`config.mk`:
```
export PLATFORM = sky130hd
export DESIGN_NAME = mog_sqrt
export DESIGN_NICKNAME = d
export VERILOG_FILES = /design/src/rtl/mog_pkg.sv /design/src/rtl/mog_sqrt.sv
export SDC_FILE = /design/constraint.sdc
export NUM_CORES = 2
export LEC_CHECK = 0
export ABC_CLOCK_PERIOD_IN_PS = 5700
export BUFFER_PORTS_ARGS = -buffer_cell sky130_fd_sc_hd__buf_2
export CAP_MARGIN = 10
export CORE_MARGIN = 2
export CORE_UTILIZATION = 56
export DETAILED_ROUTE_END_ITERATION = 12
export GPL_ROUTABILITY_DRIVEN = 1
export PLACE_DENSITY = 0.83
export SLEW_MARGIN = 15
export SYNTH_ARGS = -nofsm -noshare
export SYNTH_HDL_FRONTEND = slang
export SYNTH_SLANG_ARGS = --single-unit
```
`constraint.sdc`:
```
create_clock -name i_clk -period 5.7 [get_ports i_clk]
set_clock_uncertainty 0.05 [all_clocks]
set_input_delay 0.285 -clock i_clk [delete_from_list [all_inputs] [get_ports i_clk]]
set_output_delay 0.285 -clock i_clk [all_outputs]
set_load 0.1 [all_outputs]
```
`src/rtl/mog_pkg.sv`:
```
// Shared types, constants and helpers for the metric orthonormal one-form pipeline.
package mog_pkg;

    localparam int Q_SHIFT   = 28;
    localparam int SQ_IN_W   = 59;               // radicand width, D < 2^59
    localparam int SQ_OUT_W  = 30;               // root width
    localparam int RECIP_W   = 31;               // reciprocal quotient width
    localparam int REM_W     = 57;               // holds 2^56
    localparam int DEN_W     = SQ_OUT_W + RECIP_W;
    localparam logic [SQ_OUT_W-1:0] RECIP_SAT_LIM = SQ_OUT_W'(1) << 25;

    localparam logic [1:0] K_X = 2'd0;
    localparam logic [1:0] K_Y = 2'd1;
    localparam logic [1:0] K_Z = 2'd2;

    typedef struct packed {
        logic signed [31:0] form_x;
        logic signed [31:0] form_y;
        logic signed [31:0] form_z;
        logic signed [31:0] inv_xx;
        logic signed [31:0] inv_xy;
        logic signed [31:0] inv_xz;
        logic signed [31:0] inv_yy;
        logic signed [31:0] inv_yz;
        logic signed [31:0] inv_zz;
    } t_in;

    typedef struct packed {
        logic signed [31:0] out_x;
        logic signed [31:0] out_y;
        logic signed [31:0] out_z;
        logic               bad_norm;
    } t_out;

    typedef struct packed {
        logic signed [31:0] f_x;
        logic signed [31:0] f_y;
        logic signed [31:0] f_z;
        logic        [1:0]  k;
        logic signed [31:0] p;
        logic               bad;
    } t_side;

    function automatic logic signed [31:0] sat32(input logic signed [39:0] v);
        if (v > 40'sd2147483647) begin
            return 32'sh7fffffff;
        end else if (v < -40'sd2147483648) begin
            return 32'sh80000000;
        end
        return v[31:0];
    endfunction

endpackage

```
`src/rtl/mog_sqrt.sv`:
```
// Pipelined integer square root, one result bit per stage.
module mog_sqrt import mog_pkg::*; #(
    parameter int SW = 1
) (
    input  logic                i_clk,
    input  logic                i_rst_n,
    input  logic                i_en,
    input  logic                i_valid,
    input  logic [SQ_IN_W-1:0]  i_x,
    input  logic [SW-1:0]       i_side,
    output logic                o_valid,
    output logic [SQ_OUT_W-1:0] o_root,
    output logic [SW-1:0]       o_side
);
    localparam int NS = SQ_OUT_W;

    logic [SQ_IN_W-1:0] r_x   [0:NS];
    logic [SQ_IN_W-1:0] r_res [0:NS];
    logic [SW-1:0]      r_side[0:NS];
    logic               r_v   [0:NS];

    always_ff @(posedge i_clk) begin
        if (!i_rst_n) begin
            r_v[0] <= 1'b0;
        end else if (i_en) begin
            r_v[0] <= i_valid;
        end
        if (i_en) begin
            r_x[0]    <= i_x;
            r_res[0]  <= '0;
            r_side[0] <= i_side;
        end
    end

    for (genvar j = 0; j < NS; j++) begin : g_stage
        localparam int B = NS - 1 - j;
        localparam logic [SQ_IN_W-1:0] BIT = SQ_IN_W'(1) << (2 * B);
        logic [SQ_IN_W-1:0] trial;
        logic               take;
        logic [SQ_IN_W-1:0] n_x;
        logic [SQ_IN_W-1:0] n_res;

        always_comb begin
            trial = r_res[j] + BIT;
            take  = (r_x[j] >= trial);
            n_x   = take ? (r_x[j] - trial) : r_x[j];
            n_res = take ? ((r_res[j] >> 1) + BIT) : (r_res[j] >> 1);
        end

        always_ff @(posedge i_clk) begin
            if (!i_rst_n) begin
                r_v[j+1] <= 1'b0;
            end else if (i_en) begin
                r_v[j+1] <= r_v[j];
            end
            if (i_en) begin
                r_x[j+1]    <= n_x;
                r_res[j+1]  <= n_res;
                r_side[j+1] <= r_side[j];
            end
        end
    end

    assign o_valid = r_v[NS];
    assign o_root  = r_res[NS][SQ_OUT_W-1:0];
    assign o_side  = r_side[NS];

endmodule

```
Word-level counts from Yosys, hierarchy flattened. Memory sizes are Yosys's and may differ from the RTL's. Cells that the tools add are included.

Add/subtract/negate cells: 90. Magnitude comparators: 30. Bitwise operators: 31. Mux-type cells: 96.

Operators by type and width (count): $mux 59 (60); $ge 59x59->1 (30); $sub 59x59->59 (30); $add 58x1->59 const B (1); $add 58x11->59 const B (1); $add 58x13->59 const B (1); $add 58x15->59 const B (1); $add 58x17->59 const B (1); $add 58x19->59 const B (1); $add 58x21->59 const B (1); $add 58x23->59 const B (1); $add 58x25->59 const B (1); $add 58x27->59 const B (1); $add 58x29->59 const B (1); $add 58x3->59 const B (1); $add 58x31->59 const B (1); $add 58x33->59 const B (1); $add 58x35->59 const B (1); $add 58x37->59 const B (1); $add 58x39->59 const B (1); $add 58x41->59 const B (1); $add 58x43->59 const B (1); $add 58x45->59 const B (1); $add 58x47->59 const B (1); 41 further kinds (106).

Output and inout port bits: 32. Register bits after elaboration: 0. Word-level logic and storage cells: 251. RAM bits: 3720. Input port bits: 64. Memories: 4.

Memory list: r_res (words 31, width 59, rd ports 31, clocked after Yosys merged registers in 0, wr ports 31, RTL line mog_sqrt.sv:18) `logic [SQ_IN_W-1:0] r_res [0:NS];`; r_x (words 31, width 59, rd ports 30, clocked after Yosys merged registers in 0, wr ports 31, RTL line mog_sqrt.sv:17) `logic [SQ_IN_W-1:0] r_x [0:NS];`; r_side (words 31, width 1, rd ports 31, clocked after Yosys merged registers in 0, wr ports 31, RTL line mog_sqrt.sv:19) `logic [SW-1:0] r_side[0:NS];`; r_v (words 31, width 1, rd ports 31, clocked after Yosys merged registers in 0, wr ports 31, RTL line mog_sqrt.sv:20) `logic r_v [0:NS];`.

Longest topological paths before layout.
Depth after elaboration: 4. Mapped depth: 14. Depth with buffers taken out: 12.

Worst setup path before layout. No wires, ideal clock.

Path kind: flip-flop to flip-flop. Start: mem r_x[27][32]. End: mem r_x[28][48], data pin. Data arrival time: 3293 ps. Setup slack: 2091 ps. Setup time: 266 ps. Buffers on the path: 2. Data required time: 5384 ps. Stages on the path, launching flop included: 13. Clock period less this slack: 3609 ps. Cell sequence: edfxtp_1 > ha_1 > a2111o_1 > or3_1 > or4_1 > or3_1 > nor4_1 > o21ai_1 > buf_4 > o211ai_2 > buf_4 > nor3_1 > xor2_1.

RTL lines (RTL line): start, declared (mog_sqrt.sv:17).

==> results.toml <==
[timing]
setup_viol = 0
drv_slew = 0
fmax_mhz = 220
fin_crit_sh = 0.797
post-route-min-period_ns = 4.54
relSlewSlack = 0.151
fin_setup_tns_ns = 0
rsz0062_at_grt = "false"
worstMarginPinSlew_ns = 1.26
hold_viol = 0

[detailed_routing]
via_per_inst = 6.21
routed_wl_um = 257000
drc = 0
via_count = 70950
wire_per_inst_um = 22.5
drt_iter0_markers = 8086
antenna_left = 0
dr.pass1.iters = 6

[yosys]
yosysMostFrequentCell = "edfxtp_1"
synth-edff-count = 2296
synth_top_family_by_area = "simple AND/OR/NAND/NOR gates"
synth_top_cell_by_area = "edfxtp_1"
synthFlopType = "edfxtp_1"
yosys.area_share.simple = 0.117
syn-cell-area_um2 = 108000
synth_fa_ha_area_frac = 0.0569
postSynthCellCount = 8453
synth.area.top_cells = "edfxtp_1 (64%), ha_1 (5.7%), xnor2_1 (3.5%), a21oi_1 (2.7%), xor2_1 (2.5%)"
synth_compound_area_frac = 0.0908
synthesis.nets = 9008
ys_types = 91
syn_area_per_cell_um2 = 12.8
synth_top_area_frac = 0.638
synth_xor_area_frac = 0.0601
yosysWarnings = 0
synth_common_cells = "edfxtp_1 (2296), inv_1 (608), a21oi_1 (575), nor2_1 (552), nand2_1 (516)"
synth_async_sr_flop_share = 0
synth_seq_area_share = 0.638
synth.area.mux_share = 0.00877
synth_seq_cells = 2297

[flow_run]
max_cap_viol_count = 0

[clock_tree]
cts_tree = "done"
clk_latency_ns = 0.91
cts_num_sinks = 2297
cts_buffers = 220
clock-root-buffer = "clkbuf_16"
clkTransAtPathRegs_ns = 0.06
cts_setup_buffers = 0
clockBufferDepth = 3
htree_num_levels = 4

[finish]
ff_latch_area_um2 = 69000
final_cell_area_um2 = 120000
drive_gt1_frac = 0.0701
layout.nets = 9262
multi_input_area_um2 = 36100
fillers = 13535
syn2layout_area_growth_pct = 10.8

[worst_setup_path]
cp.required_ns = 6.26
cp_slowest_cell = "a2111oi_0"
path_cells = "ha_1 -> o21a_1 -> a2bb2oi_1 -> a22oi_1 -> a2111oi_0 -> o21ai_0 -> a211oi_1 -> nand3_1 -> or3_1 -> xnor2_1"
crit_arrival_ns = 5.10
crit_type = "reg2reg"
end_kind = "flip-flop"
cpPeakStageDelay_ns = 0.89
cp_max_fo = 6
cp-start-kind = "flip-flop"

[floorplan]
initial_core_util = 0.562
row_count = 161
die_area_um2 = 196000
fp.dieW_um = 443
die_y_um = 443
io_pins = 96
fp.coreArea_um2 = 192000

[grt]
antenna_found_initial = 5
grt_max_degree = 192
grt_pass1_vias = 69792
globalRoute.totalOverflow = 0
grt_util_all_layers = 0.256
grt_pass1_wl_um = 394000

[placement]
portBuffers = 95
dpl_cell_area_um2 = 112000
gp_congestion = 0.974
hpwl_um = 176000

[worst_hold_path]
hold_path.class = "in2reg"

[run_status]
outcome = "complete, no violations"

[pwr]
p_int_mw = 33.8
powerDensity_nw_per_um2 = 402
power_switching_mw = 14.3
switching_share = 0.297
p_clk_frac = 0.310
p_leak_nw = 44.9
seq_power_share = 0.481
power_frac_comb = 0.209
ir_drop_mv = 0.349
-- placed cells by master (no fill, tap or decap), types with 30 or more instances in the layout --
master,count
o21ai_0,362
clkinv_1,48
nand3b_1,30
a21oi_1,575
nand2b_1,102
a211oi_1,42
buf_4,40
or4_1,63
nand3_1,136
edfxtp_1,2296
nand2_1,516
nor2b_1,64
nor2_1,551
xnor2_1,428
nor4b_1,40
mux2_2,77
nand4_1,128
nor4_1,293
clkbuf_16,222
xor2_1,313
clkbuf_1,40
or3_1,87
o31ai_1,37
buf_2,94
o211ai_1,31
ha_1,491
a21o_1,199
inv_1,608
nor3_1,214
dlygate4sd3_1,74
a31oi_1,35
clkinv_2,42
o21a_1,90
and3_1,70
-- per-layer routing --
layer	global-route usage	part of all wire
met1	0.315	0.38
met2	0.440	0.50
met3	0.0485	0.081
met4	0.112	0.045
met5	0	0.000047
-- logic make-up (layout without fill, tap and decap cells) --
kind of cell / after synthesis / in the layout
compound gates: 1597 / 1597
xor+xnor: 741 / 741
fa+ha+maj: 491 / 491
buf+inv: 801 / 1244
flops: 2297 / 2297
mux: 85 / 85
other cells: 1 / 5
simple gates: 2440 / 2440
-- cell type report --
| cell class | instances | area share |
|---|---|---|
| Timing Repair Buffer | 221 | 0.0148 |
| Clock inverter | 149 | 0.0139 |
| Multi-Input combinational cell | 5355 | 0.302 |
| Clock buffer | 262 | 0.0477 |
| Sequential cell | 2297 | 0.576 |
| Tap cell | 2526 | 0.0264 |
| Antenna cell | 4 | 0.0000836 |
| Inverter | 612 | 0.0192 |
-- stage by stage --
stage,setup slack (ns),hold WS (ns),util,cells,power (mW)
CTS,1.29,0.000559,0.623,11422,47.9
global placement,1.38,0.351,0.580,10937,32.6
finish,1.16,0.0453,0.623,11426,48.1
floorplan,2.09,0.334,-,8453,29.9
global route,0.862,0.0224,0.623,11424,49.9
detailed placement,1.31,0.355,0.580,10937,33.0
-- registers in the layout, summed over array words and instances, names as in the netlist --
signal / cells
r_res: 465
r_side: 31
r_v: 31
r_x: 1770
-- power by group through the flow --
stage	registers [mW]	clock network, mW	logic, mW
after floorplan	22.6	0	7.21
after detailed placement	23.4	0	9.64
after CTS	23.1	15.0	9.84
after global routing	23.3	15.6	11.0
final	23.1	14.9	10.1
after global placement	23.3	0	9.38
-- worst paths after layout --
check,slack [ns],start,depth (start not counted),to
worst min-delay path,0.05,i_x[53],2,r_x[0][53]$_DFFE_PP_
worst max register to register,1.16,r_x[24][13]$_DFFE_PP_,10,r_x[25][44]$_DFFE_PP_
worst max-delay path,1.16,r_x[24][13]$_DFFE_PP_,10,r_x[25][44]$_DFFE_PP_
worst min register to register,0.36,r_res[19][27]$_DFFE_PP_,0,r_res[20][26]$_DFFE_PP_
-- worst max-delay path: cells and delay by family (launching register included) --
kind,cells,cell delay [ns]
xor+xnor,1,0.13
simple gates,2,0.55
flops,1,0.42
compound gates,6,2.76
fa+ha+maj,1,0.39
-- what timing repair did --
action | in CTS | in global routing
gates resized for setup | 0 | 0
hold buffers | 74 | 0
hold endpoints to repair | 148 | 0
(Power assumes the default switching activity.)
