### src/rtl/mog_pkg.sv
// Shared types, constants and helpers for the metric orthonormal one-form pipeline.
package mog_pkg;

    localparam int Q_SHIFT   = 28;
    localparam int SQ_IN_W   = 59;               // radicand width, D < 2^59
    localparam int SQ_OUT_W  = 30;               // root width
    localparam int RECIP_W   = 31;               // reciprocal quotient width
    localparam int REM_W     = 57;               // holds 2^56
    localparam int DEN_W     = SQ_OUT_W + RECIP_W;
    localparam logic [SQ_OUT_W-1:0] RECIP_SAT_LIM = SQ_OUT_W'(1) << 25;

    localparam logic [1:0] K_X = 2'd0;
    localparam logic [1:0] K_Y = 2'd1;
    localparam logic [1:0] K_Z = 2'd2;

    typedef struct packed {
        logic signed [31:0] form_x;
        logic signed [31:0] form_y;
        logic signed [31:0] form_z;
        logic signed [31:0] inv_xx;
        logic signed [31:0] inv_xy;
        logic signed [31:0] inv_xz;
        logic signed [31:0] inv_yy;
        logic signed [31:0] inv_yz;
        logic signed [31:0] inv_zz;
    } t_in;

    typedef struct packed {
        logic signed [31:0] out_x;
        logic signed [31:0] out_y;
        logic signed [31:0] out_z;
        logic               bad_norm;
    } t_out;

    typedef struct packed {
        logic signed [31:0] f_x;
        logic signed [31:0] f_y;
        logic signed [31:0] f_z;
        logic        [1:0]  k;
        logic signed [31:0] p;
        logic               bad;
    } t_side;

    function automatic logic signed [31:0] sat32(input logic signed [39:0] v);
        if (v > 40'sd2147483647) begin
            return 32'sh7fffffff;
        end else if (v < -40'sd2147483648) begin
            return 32'sh80000000;
        end
        return v[31:0];
    endfunction

endpackage

### src/rtl/mog_recip.sv
// Pipelined reciprocal 2^56 / s, one quotient bit per stage, saturating.
module mog_recip import mog_pkg::*; #(
    parameter int SW = 1
) (
    input  logic                i_clk,
    input  logic                i_rst_n,
    input  logic                i_en,
    input  logic                i_valid,
    input  logic [SQ_OUT_W-1:0] i_s,
    input  logic [SW-1:0]       i_side,
    output logic                o_valid,
    output logic [RECIP_W-1:0]  o_r,
    output logic [SW-1:0]       o_side
);
    localparam int NS = RECIP_W;

    logic [SQ_OUT_W-1:0] r_s   [0:NS];
    logic [REM_W-1:0]    r_rem [0:NS];
    logic [RECIP_W-1:0]  r_q   [0:NS];
    logic                r_sat [0:NS];
    logic [SW-1:0]       r_side[0:NS];
    logic                r_v   [0:NS];

    always_ff @(posedge i_clk) begin
        if (!i_rst_n) begin
            r_v[0] <= 1'b0;
        end else if (i_en) begin
            r_v[0] <= i_valid;
        end
        if (i_en) begin
            r_s[0]    <= i_s;
            r_rem[0]  <= REM_W'(1) << (REM_W - 1);
            r_q[0]    <= '0;
            r_sat[0]  <= (i_s <= RECIP_SAT_LIM);
            r_side[0] <= i_side;
        end
    end

    for (genvar j = 0; j < NS; j++) begin : g_stage
        localparam int B = NS - 1 - j;
        logic [DEN_W-1:0]   den;
        logic [DEN_W-1:0]   num;
        logic               take;
        logic [REM_W-1:0]   n_rem;
        logic [RECIP_W-1:0] n_q;

        always_comb begin
            den   = DEN_W'(r_s[j]) << B;
            num   = DEN_W'(r_rem[j]);
            take  = (num >= den);
            n_rem = take ? REM_W'(num - den) : r_rem[j];
            n_q   = take ? (r_q[j] | (RECIP_W'(1) << B)) : r_q[j];
        end

        always_ff @(posedge i_clk) begin
            if (!i_rst_n) begin
                r_v[j+1] <= 1'b0;
            end else if (i_en) begin
                r_v[j+1] <= r_v[j];
            end
            if (i_en) begin
                r_s[j+1]    <= r_s[j];
                r_rem[j+1]  <= n_rem;
                r_q[j+1]    <= n_q;
                r_sat[j+1]  <= r_sat[j];
                r_side[j+1] <= r_side[j];
            end
        end
    end

    assign o_valid = r_v[NS];
    assign o_r     = r_sat[NS] ? {RECIP_W{1'b1}} : r_q[NS];
    assign o_side  = r_side[NS];

endmodule

### config.mk
export PLATFORM = sky130hd
export DESIGN_NAME = mog_recip
export DESIGN_NICKNAME = d
export VERILOG_FILES = /design/src/rtl/mog_pkg.sv /design/src/rtl/mog_recip.sv
export SDC_FILE = /design/constraint.sdc
export NUM_CORES = 2
export LEC_CHECK = 0
export BUFFER_PORTS_ARGS = -buffer_cell sky130_fd_sc_hd__buf_2
export CAP_MARGIN = 0
export CORE_UTILIZATION = 25
export CTS_BUF_LIST = sky130_fd_sc_hd__clkbuf_8
export DETAILED_ROUTE_END_ITERATION = 12
export PLACE_DENSITY = 0.35
export SYNTH_ARGS = -nofsm -noshare
export SYNTH_HDL_FRONTEND = slang
export SYNTH_SLANG_ARGS = --single-unit
### constraint.sdc
create_clock -name i_clk -period 9.8 [get_ports i_clk]
set_input_delay 1.96 -clock i_clk [delete_from_list [all_inputs] [get_ports i_clk]]
set_output_delay 1.96 -clock i_clk [all_outputs]
set_load 0.05 [all_outputs]
Word level (Yosys, flattened, before mapping)
Memories as Yosys holds them, arrays and structs flattened.
Cells that the tools add are included.

cells by class
  multiplexer cells = 100
  $lt $le $gt $ge = 32
  $add $sub $neg = 31
  bitwise gates (word level) = 32

operators with widths
  kind              count
  $mux W57          31
  $sub A57 B57 Y57  4
  $mux W31          2
  $ge A57 B60 Y1    1
  $ge A57 B59 Y1    1
  $ge A57 B58 Y1    1
  $ge A57 B30 Y1    1
  $ge A57 B31 Y1    1
  $ge A57 B32 Y1    1
  $ge A57 B33 Y1    1
  $ge A57 B34 Y1    1
  $ge A57 B35 Y1    1
  $ge A57 B36 Y1    1
  $ge A57 B37 Y1    1
  $ge A57 B38 Y1    1
  $ge A57 B39 Y1    1
  $ge A57 B40 Y1    1
  $ge A57 B41 Y1    1
  $ge A57 B42 Y1    1
  $ge A57 B43 Y1    1
  $ge A57 B44 Y1    1
  $ge A57 B45 Y1    1
  $ge A57 B46 Y1    1
  $ge A57 B47 Y1    1
  69 further kinds  137

word-level totals
  memories = 6
  output and inout port bits = 33
  word-level logic and storage cells = 201
  bits of input ports = 35
  bits in registers = 0
  bits in writable memories = 3,872

memory list
  memory  words  width  read ports  clocked after memory_dff  write ports  line             RTL
  r_rem   32     57     31          0                         32           mog_recip.sv:18  logic [REM_W-1:0] r_rem [0:NS];
  r_q     32     31     32          0                         32           mog_recip.sv:19  logic [RECIP_W-1:0] r_q [0:NS];
  r_s     32     30     31          0                         32           mog_recip.sv:17  logic [SQ_OUT_W-1:0] r_s [0:NS];
  r_sat   32     1      32          0                         32           mog_recip.sv:20  logic r_sat [0:NS];
  r_side  32     1      32          0                         32           mog_recip.sv:21  logic [SW-1:0] r_side[0:NS];
  r_v     32     1      32          0                         32           mog_recip.sv:22  logic r_v [0:NS];

Depth between registers and ports, before layout
  depth after elaboration = 4
  depth in mapped cells = 17
  gate-level depth less buffers = 15

Worst setup path after synthesis
OpenSTA, ideal clock, no wires.

  path type = register to register
  from = mem r_s[1][0] (netlist: r_s[0][30])
  to = mem r_rem[2][35] (netlist: r_rem[0][149]) (data pin)
  clock period less this slack = 3.549 ns
  cell stages (with the launch flop) = 13
  arrival = 3.289 ns
  required time = 9.540 ns
  path buffers = 1
  path slack = 6.251 ns
  library setup time = 0.260 ns
  cell sequence = edfxtp_1 > fa_1 > nor2b_1 > o21ai_1 > a21boi_1 > o21bai_1 > a211oi_1 > o211ai_1 > a31oi_1 > o21ai_1 > a2111oi_4 > buf_2 > mux2_2

RTL lines
  what             line
  start, declared  mog_recip.sv:17
  end, declared    mog_recip.sv:18

==> flow_summary.json <==
{
  "outcome": "completed",
  "critPathTopFamily": "compound AO/OA/AOI/OAI gates",
  "crit_slowest_cell": "nor3_1",
  "cts_htree_levels": 6,
  "clk_pin_slew_ns": 0.06,
  "cp_data_arrival_time_ns": 5.82,
  "clock_sinks": 2767,
  "rsz0062_at_grt": "no",
  "synth.avg_cell_area_um2": 11.4,
  "clkPwrFrac_pct": 23.6,
  "cp_max_fo": 19,
  "cts_tree": "built",
  "startpoint_type": "flop",
  "cts_resized": 0,
  "endpoint_kind": "flop",
  "globalplace.congestion": 0.804,
  "utilization_pct": 28.5,
  "grt_pass1_vias": 99300,
  "drt_pre_antenna_iters": 5,
  "cts_setup_buffers": 0,
  "cts_buffers": 543,
  "drv_slew": 0,
  "critPathMaxStageDelay_ns": 0.89,
  "yosys.area.top_type_share_pct": 55.6,
  "path_cells": "fa_1 > nor2b_1 > o21ai_1 > a21oi_1 > o21ai_1 > a211oi_1 > nor4_1 > o31a_1 > o211a_1 > nor3_1 > nand3_1 > xnor2_1",
  "ys_warn_count": 0,
  "io_buffers": 67,
  "seq_power_share_pct": 38.8,
  "synthesis.area_um2": 149000,
  "min_period_over_period_pct": 50.4,
  "syn_nets": 14100,
  "nFillCells": 61900,
  "vias_per_cell": 4.54,
  "p_per_area_nw_per_um2": 281,
  "drive_gt1_share_pct": 8.74,
  "ant_nets": 0,
  "grt_pass1_wl_mm": 630,
  "yosysMostFrequentCell": "edfxtp_1",
  "path_common_cell": "o21ai_1",
  "combPwrFrac_pct": 37.6,
  "ir_drop_mv": 0.140,
  "die_w_um": 775,
  "drc": 0,
  "switchingPower_mw": 17.7,
  "nNetsFinal": 14500,
  "min_period_ns": 4.94,
  "synth_common_cells": "2766 x edfxtp_1, 1182 x inv_1, 1105 x a21oi_1",
  "syn_to_final_growth_pct": 13.4,
  "antenna_found_initial": 9,
  "intPower_mw": 29.8,
  "cp.buffers_inverters": 0,
  "max_freq_mhz": 203,
  "wirelength_mm": 413,
  "synth-edff-count": 2766,
  "synth-async-reset-ratio_pct": 0,
  "power_mw": 47.6,
  "ys_top_cells_by_area": "edfxtp_1 56%, ha_1 7.5%, a21oi_1 3.7%",
  "grt_overflow_total": 0,
  "post_drt_wl_per_cell_um": 19.0,
  "core_um2": 594000,
  "rows": 283,
  "synth_seq_cells": 2767,
  "slew_headroom_pct": 22.7,
  "vias": 98900,
  "initial_utilization_pct": 25.1,
  "hold_viol": 0,
  "dp_hpwl_mm": 308,
  "yosys.area.top_type": "edfxtp_1",
  "clock_skew_ns": 0.0563,
  "die_height_um": 775,
  "syn_inst": 13100,
  "ys.flop_type": "edfxtp_1",
  "p_sw_share_pct": 37.3,
  "cts-root-buf": "clkbuf_8",
  "synth.distinct_cells": 119,
  "cts_hold_buf": 0,
  "critPathRequiredTime_ns": 10.68,
  "drtIter0Drc": 6626,
  "leakagePower_nw": 65.4,
  "track_usage_pct": 13.4,
  "cts_buffer_depth": 4,
  "setup_viol": 0,
  "die_area_um2": 600000,
  "insertion_delay_ns": 1.19,
  "maxCapViolCount": 0,
  "ys_seq_area_share_pct": 55.7,
  "critPathKind": "reg2reg",
  "fin_tns_setup_ns": 0,
  "hold_class": "reg2reg",
  "io_pins": 68,
  "grt_max_degree": 166,
  "tightest_slew_ns": 1.14
}
## registers in the layout, summed over array words and instances, names as in the netlist
| signal | flops |
|---|---|
| r_s | 930 |
| r_side | 32 |
| r_sat | 32 |
| r_rem | 1245 |
| r_q | 496 |
| r_v | 32 |
## cells in the final DEF, fill, tap and decap left out, drive strengths merged, types with 22 or more instances in the layout
cell type / instances
clkbuf: 551
nand3b: 32
o31ai: 75
and2: 50
inv: 1365
fa: 29
a21o: 525
nand2: 908
and4: 22
nand4b: 22
a211o: 25
nand2b: 138
nor2: 919
nand4: 162
or3: 77
o21bai: 121
a211oi: 64
nand3: 229
o21ai: 745
o211ai: 49
ha: 897
mux2: 209
nor4: 135
o21a: 102
nor3: 248
a21oi: 1108
a2111oi: 25
nor2b: 139
a21boi: 49
a31oi: 89
nor3b: 26
and3: 126
xor2: 458
or2: 78
edfxtp: 2766
xnor2: 626
buf: 152
clkinv: 193
or4: 36
## logic make-up (layout without fill, tap and decap cells)
logic type      count (synthesis)  in the layout  share of synthesized area, %
fa+ha+maj                     926            926                          7.91
buf+inv                      1498           2301                          3.84
flops                        2767           2767                          55.7
compound gates               3236           3236                          13.5
xor+xnor                     1084           1084                          6.36
simple gates                 3384           3384                          11.0
mux                           219            219                          1.66
other cells                     0              6                             0
## through the flow
stage / instance area [um^2] / hold WS, ns / cells / setup WS [ns]
after floorplan: 149000 / 0.400 / 13100 / 6.25
after CTS: 169000 / 0.373 / 21800 / 4.74
after global placement: 159000 / 0.401 / 20800 / 4.86
after detailed placement: 159000 / 0.405 / 20800 / 4.80
after global routing: 169000 / 0.380 / 21800 / 4.46
final: 169000 / 0.390 / 21800 / 4.86
## layout make-up
| type | count | area, um^2 | area share (%) |
|---|---|---|---|
| inverters | 1191 | 4470 | 2.64 |
| repair buffers | 152 | 1150 | 0.680 |
| diodes | 6 | 15.0 | 0.00887 |
| clock inverters | 407 | 2540 | 1.50 |
| flip-flops and latches | 2767 | 83100 | 49.1 |
| multi-input cells | 8849 | 60600 | 35.8 |
| clock buffers | 551 | 7580 | 4.48 |
| well taps | 7837 | 9810 | 5.79 |
## power by group through the flow
stage	clock network [mW]	registers, mW	logic [mW]
floorplan	0	17.6	13.4
global placement	0	18.8	18.1
detailed placement	0	18.8	17.9
CTS	11.9	18.6	18.0
global route	12.3	18.8	20.1
finish	11.2	18.4	17.9
## layer usage
layer  vias to the layer above  part of all wire (%)  routed length (um)  track usage (%)
met2                      1622                    45              187000             21.4
met3                       558                   4.3               17600             2.11
met4                         2                   1.9                7870             2.92
met5                         -                0.0031                  13                0
li1                      49000                     -                   -                -
met1                     47700                    49              201000             19.0
## worst paths after layout
kind | start | endpoint | slack (ns) | cells past startpoint
max | r_s[4][90]$_DFFE_PP_ | r_rem[1][283]$_DFFE_PP_ | 4.86 | 12
min | r_q[1][138]$_DFFE_PP_ | r_q[1][169]$_DFFE_PP_ | 0.39 | 0
max reg2reg | r_s[4][90]$_DFFE_PP_ | r_rem[1][283]$_DFFE_PP_ | 4.86 | 12
min reg2reg | r_q[1][138]$_DFFE_PP_ | r_q[1][169]$_DFFE_PP_ | 0.39 | 0
(Power assumes the default switching activity.)
